## src/hdl/bbdc_pkg.sv

```systemverilog
`default_nettype none
package bbdc_pkg;

  localparam int unsigned MaxEntries = 4096;
  localparam int unsigned CountLimit = (MaxEntries < 4096) ? MaxEntries : 4096;

  localparam int BlockW   = 32;
  localparam int CodeW    = 8;
  localparam int PoolLenW = 21;
  localparam int IdxW     = 12;
  localparam int StatW    = 3;
  localparam int CfgIdxW  = 2;
  localparam int CfgDataW = 21;

  localparam logic signed [BlockW-1:0] SatMax = 32'sh7FFF_FFFF;

  localparam logic [CodeW-1:0]    DoneCodeRst    = 8'd0;
  localparam logic [CodeW-1:0]    DesiredCodeRst = 8'd1;
  localparam logic [PoolLenW-1:0] PoolLengthRst  = 21'd256;

  typedef enum logic [CfgIdxW-1:0] {
    CFG_DONE_CODE    = 2'd0,
    CFG_DESIRED_CODE = 2'd1,
    CFG_POOL_LENGTH  = 2'd2
  } cfg_idx_e;

  typedef enum logic [StatW-1:0] {
    ST_SANE          = 3'd0,
    ST_BAD_STATUS    = 3'd1,
    ST_BAD_DONE_PAIR = 3'd2,
    ST_POOL_ORDER    = 3'd3,
    ST_DESIRED_RELOC = 3'd4,
    ST_DESIRED_END   = 3'd5
  } check_status_e;

  typedef struct packed {
    logic [CodeW-1:0]    done_code;
    logic [CodeW-1:0]    desired_code;
    logic [PoolLenW-1:0] pool_length;
  } cfg_t;

  typedef struct packed {
    logic [BlockW-1:0] pool_start;
    logic [BlockW-1:0] prev_reloc;
    logic [BlockW-1:0] device_end;
    check_status_e     sticky;
    logic [IdxW-1:0]   fail_idx;
    logic [IdxW-1:0]   count;
  } run_state_t;

  typedef struct packed {
    logic [BlockW-1:0] bad_block;
    logic [CodeW-1:0]  reloc_status;
    logic [BlockW-1:0] reloc_block;
    logic              first_entry;
    logic              last_entry;
  } entry_t;

endpackage
`default_nettype wire

```

## src/hdl/bbdc_check.sv

```systemverilog
`default_nettype none
module bbdc_check (
  input  bbdc_pkg::cfg_t          cfg_i,
  input  bbdc_pkg::run_state_t    state_i,
  input  bbdc_pkg::entry_t        entry_i,
  output bbdc_pkg::run_state_t    state_o,
  output bbdc_pkg::check_status_e status_o,
  output logic [bbdc_pkg::IdxW-1:0] fail_idx_o
);
  import bbdc_pkg::*;

  localparam logic [IdxW:0] CountLim = (IdxW+1)'(CountLimit);

  run_state_t             cur;
  run_state_t             nxt;
  check_status_e          res;
  logic                   first_done;
  logic signed [BlockW-1:0] bb;
  logic signed [BlockW-1:0] rel;
  logic signed [BlockW-1:0] ps_cur;
  logic signed [BlockW-1:0] de_cur;
  logic signed [BlockW-1:0] lr_cur;
  logic signed [BlockW-1:0] ps;
  logic signed [BlockW-1:0] de;
  logic signed [BlockW-1:0] end_sat;
  logic [BlockW:0]          sum;

  always_comb begin
    cur    = entry_i.first_entry ? '0 : state_i;
    nxt    = cur;
    res    = ST_SANE;
    bb     = $signed(entry_i.bad_block);
    rel    = $signed(entry_i.reloc_block);
    ps_cur = $signed(cur.pool_start);
    de_cur = $signed(cur.device_end);
    lr_cur = $signed(cur.prev_reloc);
    first_done = (cur.pool_start == '0);
    // sign-extended relocation plus non-negative length, clipped at the top
    sum = {entry_i.reloc_block[BlockW-1], entry_i.reloc_block}
        + {{(BlockW+1-PoolLenW){1'b0}}, cfg_i.pool_length};
    end_sat = (sum[BlockW:BlockW-1] == 2'b01) ? SatMax : $signed(sum[BlockW-1:0]);
    ps = first_done ? rel : ps_cur;
    de = first_done ? end_sat : de_cur;

    if (cur.sticky == ST_SANE) begin
      if (entry_i.reloc_status != cfg_i.done_code &&
          entry_i.reloc_status != cfg_i.desired_code) begin
        res = ST_BAD_STATUS;
      end else if (entry_i.reloc_status == cfg_i.done_code) begin
        if (rel == '0 || bb > rel) begin
          res = ST_BAD_DONE_PAIR;
        end else begin
          nxt.pool_start = ps;
          nxt.device_end = de;
          if (rel < ps || (!first_done && rel <= lr_cur) || bb > de || rel > de) begin
            res = ST_POOL_ORDER;
          end else begin
            nxt.prev_reloc = rel;
          end
        end
      end else begin
        if (rel != '0) begin
          res = ST_DESIRED_RELOC;
        end else if (!first_done && bb > de_cur) begin
          res = ST_DESIRED_END;
        end
      end
      if (res != ST_SANE) begin
        nxt.sticky   = res;
        nxt.fail_idx = cur.count;
      end
    end

    if (({1'b0, cur.count} + 1'b1) < CountLim) begin
      nxt.count = cur.count + 1'b1;
    end

    status_o   = nxt.sticky;
    fail_idx_o = nxt.fail_idx;
    state_o    = entry_i.last_entry ? '0 : nxt;
  end

endmodule
`default_nettype wire

```

## src/hdl/bad_block_directory_checker_top.sv

```systemverilog
`default_nettype none
// result path: input beat register, then result register
// throughput: one directory entry per cycle while results are taken; check is combinational
// a result waiting on the output stalls the input once the input register holds an entry
// reset: asynchronous, active low; clears running state and loads register defaults
// (done code 0, desired code 1, pool length 256)
module bad_block_directory_checker_top (
  input  wire logic                                 clk_i,
  input  wire logic                                 rst_ni,
  input  wire logic                                 cfg_we_i,
  input  wire logic [bbdc_pkg::CfgIdxW-1:0]         cfg_index_i,
  input  wire logic [bbdc_pkg::CfgDataW-1:0]        cfg_data_i,
  input  wire logic                                 in_valid_i,
  output logic                                      in_ready_o,
  input  wire logic signed [bbdc_pkg::BlockW-1:0]   bad_block_i,
  input  wire logic [bbdc_pkg::CodeW-1:0]           reloc_status_i,
  input  wire logic signed [bbdc_pkg::BlockW-1:0]   reloc_block_i,
  input  wire logic                                 first_entry_i,
  input  wire logic                                 last_entry_i,
  output logic                                      out_valid_o,
  input  wire logic                                 out_ready_i,
  output logic [bbdc_pkg::StatW-1:0]                check_status_o,
  output logic [bbdc_pkg::IdxW-1:0]                 fail_index_o,
  output logic                                      verdict_final_o
);
  import bbdc_pkg::*;

  cfg_t          cfg_q;
  run_state_t    state_q;
  run_state_t    state_d;
  entry_t        entry_q;
  logic          in_valid_q;
  logic          out_valid_q;
  check_status_e stat_d;
  logic [IdxW-1:0] idx_d;
  logic [StatW-1:0] stat_q;
  logic [IdxW-1:0]  idx_q;
  logic          final_q;
  logic          advance;

  assign advance    = in_valid_q && (!out_valid_q || out_ready_i);
  assign in_ready_o = !in_valid_q || advance;

  bbdc_check u_check (
    .cfg_i      (cfg_q),
    .state_i    (state_q),
    .entry_i    (entry_q),
    .state_o    (state_d),
    .status_o   (stat_d),
    .fail_idx_o (idx_d)
  );

  always_ff @(posedge clk_i or negedge rst_ni) begin
    if (!rst_ni) begin
      cfg_q.done_code    <= DoneCodeRst;
      cfg_q.desired_code <= DesiredCodeRst;
      cfg_q.pool_length  <= PoolLengthRst;
    end else if (cfg_we_i) begin
      case (cfg_idx_e'(cfg_index_i))
        CFG_DONE_CODE:    cfg_q.done_code    <= cfg_data_i[CodeW-1:0];
        CFG_DESIRED_CODE: cfg_q.desired_code <= cfg_data_i[CodeW-1:0];
        CFG_POOL_LENGTH:  cfg_q.pool_length  <= cfg_data_i[PoolLenW-1:0];
        default: ;
      endcase
    end
  end

  // input beat register
  always_ff @(posedge clk_i or negedge rst_ni) begin
    if (!rst_ni) begin
      in_valid_q <= 1'b0;
    end else if (in_ready_o) begin
      in_valid_q <= in_valid_i;
    end
  end

  always_ff @(posedge clk_i) begin
    if (in_ready_o && in_valid_i) begin
      entry_q.bad_block    <= bad_block_i;
      entry_q.reloc_status <= reloc_status_i;
      entry_q.reloc_block  <= reloc_block_i;
      entry_q.first_entry  <= first_entry_i;
      entry_q.last_entry   <= last_entry_i;
    end
  end

  // running directory state
  always_ff @(posedge clk_i or negedge rst_ni) begin
    if (!rst_ni) begin
      state_q <= '0;
    end else if (advance) begin
      state_q <= state_d;
    end
  end

  // result beat register
  always_ff @(posedge clk_i or negedge rst_ni) begin
    if (!rst_ni) begin
      out_valid_q <= 1'b0;
    end else if (advance) begin
      out_valid_q <= 1'b1;
    end else if (out_ready_i) begin
      out_valid_q <= 1'b0;
    end
  end

  always_ff @(posedge clk_i) begin
    if (advance) begin
      stat_q  <= stat_d;
      idx_q   <= idx_d;
      final_q <= entry_q.last_entry;
    end
  end

  assign out_valid_o     = out_valid_q;
  assign check_status_o  = stat_q;
  assign fail_index_o    = idx_q;
  assign verdict_final_o = final_q;

endmodule
`default_nettype wire
```

## config.mk

```make
export PLATFORM = sky130hd
export DESIGN_NAME = bad_block_directory_checker_top
export DESIGN_NICKNAME = d
export VERILOG_FILES = /design/src/hdl/bbdc_pkg.sv /design/src/hdl/bbdc_check.sv /design/src/hdl/bad_block_directory_checker_top.sv
export SDC_FILE = /design/constraint.sdc
export NUM_CORES = 1
export LEC_CHECK = 0
export BUFFER_PORTS_ARGS = -buffer_cell sky130_fd_sc_hd__buf_4
export CAP_MARGIN = 10
export CORE_MARGIN = 3
export CORE_UTILIZATION = 40
export DETAILED_ROUTE_END_ITERATION = 12
export GPL_TIMING_DRIVEN = 0
export PLACE_DENSITY_LB_ADDON = 0.3
export SYNTH_ARGS = -nofsm -noshare
export SYNTH_HDL_FRONTEND = slang
export SYNTH_SLANG_ARGS = --single-unit
export TNS_END_PERCENT = 50
```

## constraint.sdc

```tcl
create_clock -name clk_i -period 10.3 [get_ports clk_i]
set_clock_uncertainty 0.05 [all_clocks]
set_input_delay 1.03 -clock clk_i [delete_from_list [all_inputs] [get_ports clk_i]]
set_output_delay 1.03 -clock clk_i [all_outputs]
set_load 0.1 [all_outputs]
```

* Word-level counts from Yosys, hierarchy flattened
Index checks and enable logic that the tools add are counted.
** Cells by class
- Add/subtract/negate cells :: 3
- Multipliers :: 0
- Divide/modulo/power cells :: 0
- Magnitude comparators :: 7
- Equality and inequality tests :: 6
- Shift-type cells :: 0
- Mux-type cells :: 21
- Bitwise logic cells :: 0
- Reduce and logical (&&, ||, !) cells :: 24
** Operators by type and width (number)
- 96-bit two-way mux :: 3
- 123-bit two-way mux :: 2
- 32-bit > comparator :: 4
- 32-bit two-way mux :: 4
- 111-bit two-way mux :: 1
- 32-bit logical NOT :: 2
- 32-bit by 22-bit adder with 33-bit output :: 1
- 32-bit <= comparator :: 1
- 32-bit less-than comparator :: 1
- 32-bit nonzero test :: 1
- 3-bit two-way mux :: 6
- 8-bit inequality test :: 2
- 15-bit two-way mux :: 1
- 12-bit by 1-bit adder with 13-bit output (second input constant) :: 1
- 13-bit less-than comparator (second input constant) :: 1
- 12-bit by 1-bit adder with 12-bit output (second input constant) :: 1
- 12-bit two-way mux :: 1
- 8-bit equality test :: 1
- 1-bit logical OR :: 6
- 2-bit AND reduction :: 3
- 1-bit logical AND :: 5
- 2-bit by 1-bit equality test with 1-bit output (second input constant) :: 2
- 1-bit logical NOT :: 3
- 3-bit logical NOT :: 1
- 6 further kinds :: 7
** Word-level totals
- Flip-flop bits (word level) :: 252
- Bits in latches :: 0
- Memory bits (writable) :: 0
- Memory bits (read-only) :: 0
- Input port bits :: 102
- Output and inout port bits :: 18
- Word-level logic and storage cells :: 80
- Memories :: 0

* Longest topological paths before layout
- Word-level depth :: 16
- Depth in mapped cells :: 25
- Mapped depth without buffers :: 21

* Cells and area by module
A second synthesis with hierarchy kept.
** Unflattened totals
- Cell total of the unflattened synthesis :: 1794
- Area, all modules :: 18431.4 µm²
** By module, submodules not included
- bbdc_check :: times used 1, cells an instance 1357, area each 9396.5 µm², sequential area each 0.0 µm²
- bad_block_directory_checker_top :: times used 1, cells an instance 437, area each 9034.9 µm², sequential area each 6759.0 µm²

* Worst setup path before layout
OpenSTA, ideal clock, no wires.
- Path type :: register -> register
- From :: register entry_q[3] in the netlist's numbering
- To :: register idx_q[3] (netlist: fail_index_o[3]) (data pin)
- Library setup time :: 272 ps
- Arrival :: 5402 ps
- Required time :: 9978 ps
- Path slack :: 4577 ps
- Cell stages (with the launch flop) :: 23
- Buffers on the path :: 2
- Period minus slack after synthesis :: 5723 ps
- Path through :: edfxtp_1 > ha_1 > a21oi_1 > o211ai_1 > o311ai_1 > o22ai_1 > a21oi_1 > o21a_1 > a32o_1 > clkbuf_1 > nor2_1 > mux2_2 > ha_1 > nand2_1 > or4_1 > a21o_1 > a41o_1 > o2111ai_2 > mux2i_1 > nor4_4 > buf_4 > nor4_1 > or4_1
** Between the ends
- Longest elaborated chain between the ends :: 15
- Elaborated cells on any way between the ends :: 26
- Classes of those cells :: 1 x add/sub; 5 x order compare; 1 x eq/ne; 11 x mux; 8 x reduce/logical
** Ends and longest elaborated chain
- start, declared :: line bad_block_directory_checker_top.sv:31 : entry_t entry_q;
- 32-bit by 22-bit adder with 33-bit output :: line bbdc_check.sv:40 : + {{(BlockW+1-PoolLenW){1'b0}}, cfg_i.pool_length};
- 2-bit by 1-bit equality test with 1-bit output :: line bbdc_check.sv:41 : end_sat = (sum[BlockW:BlockW-1] == 2'b01) ? SatMax : $signed(sum[BlockW-1:0]);
- 32-bit two-way mux :: line bbdc_check.sv:41
- 32-bit two-way mux :: line bbdc_check.sv:43 : de = first_done ? end_sat : de_cur;
- 32-bit > comparator :: line bbdc_check.sv:55 : if (rel < ps || (!first_done && rel <= lr_cur) || bb > de || rel > de) begin
- 1-bit logical OR (2 in series) :: line bbdc_check.sv:55
- 2-bit two-way mux :: line bbdc_check.sv:55
- 3-bit two-way mux :: line bbdc_check.sv:50 : if (rel == '0 || bb > rel) begin
- 3-bit two-way mux (*) :: line bbdc_check.sv:49 : end else if (entry_i.reloc_status == cfg_i.done_code) begin
- 3-bit two-way mux (*) :: line bbdc_check.sv:46 : if (entry_i.reloc_status != cfg_i.done_code &&
- 3-bit two-way mux (*) :: line bbdc_check.sv:45 : if (cur.sticky == ST_SANE) begin
- 3-bit nonzero test (*) :: line bbdc_check.sv:68 : if (res != ST_SANE) begin
- 15-bit two-way mux (*) :: line bbdc_check.sv:68
- 111-bit two-way mux (*) :: line bbdc_check.sv:45
- via idx_d[3] :: line bad_block_directory_checker_top.sv:35 : logic [IdxW-1:0] idx_d;
- end signal, assigned :: line bad_block_directory_checker_top.sv:110 : idx_q <= idx_d;
- end, declared :: line bad_block_directory_checker_top.sv:37 : logic [IdxW-1:0] idx_q;
Mark *: on every way through the listed nets, which the timed path passes. The rest lies on a longest branch. The select of a mux whose other input is x is not followed.
A chain may end at the register's enable or synchronous reset.

* Final worst setup path
- From :: register entry_q[2] in the netlist's numbering
- To :: register state_q[72] in the netlist's numbering
** Between the ends
- Longest elaborated chain between the ends :: 13
- Elaborated cells on any way between the ends :: 22
- Classes of those cells :: 1 x add/sub; 5 x order compare; 1 x eq/ne; 9 x mux; 6 x reduce/logical
** Ends and longest elaborated chain
- 32-bit by 22-bit adder with 33-bit output :: line bbdc_check.sv:40
- 2-bit by 1-bit equality test with 1-bit output :: line bbdc_check.sv:41
- 32-bit two-way mux :: line bbdc_check.sv:41
- 32-bit two-way mux :: line bbdc_check.sv:43
- 32-bit > comparator :: line bbdc_check.sv:55
- 1-bit logical OR (2 in series) :: line bbdc_check.sv:55
- 32-bit two-way mux :: line bbdc_check.sv:55
- 96-bit two-way mux (*) :: line bbdc_check.sv:50
- 96-bit two-way mux (*) :: line bbdc_check.sv:49
- 96-bit two-way mux (*) :: line bbdc_check.sv:46
- 111-bit two-way mux (*) :: line bbdc_check.sv:45
- 123-bit two-way mux (*) :: line bbdc_check.sv:80 : state_o = entry_i.last_entry ? '0 : nxt;
- end signal, assigned :: line bad_block_directory_checker_top.sv:92 : state_q <= state_d;
- end, declared :: line bad_block_directory_checker_top.sv:29 : run_state_t state_q;
Mark *: on every way between the ends. The rest lies on a longest branch, timed or not.

==> summary.txt <==
Status -> completed
Power Total -> 3.13 mW
RSZ-0062 raised after global routing -> no
Top FF cell, synth -> dfrtp_1
Total number of vias -> 14100
IO buf count -> 119
Total die area -> 43700 sq um
FF-to-FF End -> state_q[72]
Cell row count -> 73
Main combinational cell family by area after synthesis -> compound AO/OA/AOI/OAI gates
Cts repair resizes -> 0
FILL cells -> 3783
Max-cap violation count -> 0
Simple-gate share of the synthesized area -> 0.155
Leak pwr -> 8.33 nW
VDD IR-drop max -> 119 uV
Post-synthesis instance area -> 16500 sq um
Syn Area/Cell -> 10.0 sq um
Tcrit/Tclk final -> 0.772
Fin. max-slew vios -> 0
Overflow after GRT -> 0
CTS tree -> built
Crit. Startpoint -> entry_q[2]
All-Layer GR Usage -> 0.226
Fin nets -> 2117
Die width -> 209 microns
Starting Density -> 0.410
Top cell by count, worst path -> buf_2
Critical path arrival -> 8.41 ns
# diodes -> 0
Area of the multi-input gates -> 9270 sq um
Worst R2R Start -> entry_q[2]
CTS clk-pin slew, worst paths -> 0.06 ns
DR vias/cell -> 5.98
Max Buffers Root-to-Sink -> 3
Worst endpoint required time -> 10.76 ns
Drt wl/cell -> 21.5 microns
Clock Latency Late Sink -> 0.59 ns
Setup-failing EPs final -> 0
Worst R2R Path Depth -> 23
Fin. Hold Viols -> 0
FF/Latch Area -> 6760 sq um
Worst reg2reg setup slack -> 2.35 ns
Initial DRC count -> 1008
Relative slew slack -> 0.172
P per Cell Area -> 164 nW/um^2
Post-CTS Setup Repair Bufs -> 0
Pin count of the biggest net entering global routing -> 107
Most common cell after layout, fill and taps aside -> ha_1
Post-DP HPWL -> 38100 microns
Vias in the first global route -> 13800
Seq/Total Area, Yosys -> 0.410
CTS Root Cell -> clkbuf_16
Synth Area in XOR/XNOR -> 0.0202
Mapped Cells -> 1647
Share of flip-flops with an asynchronous set or reset -> 0.643
# clock sinks -> 252
#FFs+latches synth -> 252
Post-Route WL -> 50600 microns
Largest fanout on the critical path -> 10
Core area -> 40200 sq um
Routability cong. -> 0.938
Setup TNS -> 0 ns
Synth Area in Compound Gates -> 0.182
Period minus WS final -> 7.95 ns
Critical-path top delay cell -> nor4_1
Most frequent cells in the layout -> 213 x ha_1, 198 x nand2_1, 160 x dfrtp_1
Synthesized Nets -> 1963
# DRC -> 0
Die height -> 209 microns
Crit path capture -> state_q[72]
1st-pass router iterations -> 5
First-pass GRT wire length -> 78700 microns
CTS Buf Count -> 31
Worst Setup End Kind -> flop
IO Count -> 120
Antenna viol nets, final -> 0
Slowest Stage Delay on Critical Path -> 0.78 ns
Fmax -> 126 MHz
Area growth from synthesis to layout -> 15.8%
Number of synthesized flops with an enable pin -> 90
Synth Warn # -> 0
Initial antenna violation count -> 0
Fraction of the mapped netlist area in adder cells -> 0.163
CP Launch Type -> flop
Hold-fix buffers, CTS -> 0
Critical path type -> reg -> reg
Critical-path cell list -> ha_1 -> fa_1 -> a21oi_1 -> nand4b_1 -> a211oi_1 -> nor4_1 -> o21ai_1 -> and2_1 -> a32oi_1 -> buf_2 -> buf_2 -> a31o_2 -> ha_1 -> nand4_1 -> nor4_1 -> o21ai_1 -> a31o_1 -> and3_1 -> o31ai_2 -> nor4_4 -> a41oi_1 -> buf_2 -> a22o_1
Worst-Margin Slew -> 1.24 ns
Layout cell share with drive strength beyond 1 -> 0.145
Hold WS -> 0.320 ns
Min-delay worst type -> in -> async
Yosys cell types -> 77
Mux share of post-synthesis cell area -> 0.0418
CTS H-tree lvls -> 1
==> report_power, final <==
group          internal [mW]  leakage (nW)  switching (mW)
Clock                  0.643         0.481           0.443
Combinational          0.361          4.81           0.509
Sequential              1.10          3.04          0.0680
==> through the flow <==
step | std cells | cell area [sq um] | setup WS [ns] | util
3_3_place_gp | 2291 | 18000 | 2.75 | 0.449
3_5_place_dp | 2293 | 18100 | 2.65 | 0.450
2_1_floorplan | 1647 | 16500 | 4.58 | -
5_1_grt | 2351 | 19100 | 2.15 | 0.475
4_1_cts | 2351 | 19100 | 2.60 | 0.475
6_report | 2351 | 19100 | 2.35 | 0.475
==> Yosys cell counts (all sizes together), types with 3 or more instances <==
master	n	area (sq um)
a2111oi	6	52.6
a211oi	12	90.1
a21o	17	128
a21oi	119	596
a221o	5	50.1
a22o	68	596
a22oi	32	240
a31o	19	166
a31oi	9	56.3
a32o	4	40.0
and2	3	18.8
and3	14	87.6
and4	7	61.3
buf	24	118
clkbuf	45	169
dfrtp	160	4000
edfxtp	90	2700
ha	213	2670
inv	49	184
mux2	47	529
mux2i	16	160
nand2	198	743
nand2b	15	93.8
nand3	50	250
nand3b	6	45.0
nand4	46	288
nor2	70	263
nor2b	28	175
nor3	20	100
nor3b	5	37.5
nor4	27	190
o2111ai	4	41.3
o211ai	9	67.6
o21a	7	52.6
o21ai	93	469
o22ai	5	31.3
o311ai	7	61.3
o31ai	7	57.6
or2	4	25.0
or3	8	50.1
or3b	6	52.6
or4	4	30.0
xnor2	25	219
xor2	13	114
==> worst max-delay path, delay by kind of cell, from the launching register on <==
family	cells	cell delay [ns]
and+or+nand+nor	7	2.26
buffers and inverters	3	1.11
AOI/OAI and AO/OA	10	2.99
DFF	1	0.58
adders and majority gates	3	0.88
==> cell families (layout without fill, tap and decap cells) <==
kind of cell    Yosys count  in the layout
simple gates            516            516
fa+ha+maj               214            214
flops                   252            252
compound gates          445            445
mux                      63             63
buf+inv                 119            298
xor+xnor                 38             38
==> per-layer routing <==
layer / vias up / track usage / wire (microns)
met5: - / 0 / 0
met4: 0 / 0.0979 / 2540
met3: 119 / 0.0323 / 3240
met2: 553 / 0.356 / 22400
met1: 6809 / 0.310 / 22400
li1: 6573 / - / -
==> final cells by class <==
type                            instances  area share
Buffer                                 69      0.0150
Clock buffer                           44      0.0442
Clock inverter                         14     0.00806
Inverter                               50     0.00983
Multi-Input combinational cell       1276       0.485
Sequential cell                       252       0.354
Tap cell                              525      0.0344
Timing Repair Buffer                  121      0.0496
==> sequential cells by signal (all words and copies together) (netlist names) <==
name             count
state_q            123
entry_q             74
cfg_q               37
fail_index_o        12
check_status_o       3
in_valid_q           1
out_valid_o          1
verdict_final_o      1
==> how the worst min path moves through the flow <==
stage          depth (start not counted)           to
2_1_floorplan                          2  state_q[27]
3_3_place_gp                           2  state_q[27]
3_5_place_dp                           2  state_q[58]
4_1_cts                                1  out_valid_o
5_1_grt                                1  out_valid_o
6_report                               1  out_valid_o
Power figures use the tool's default switching activity.
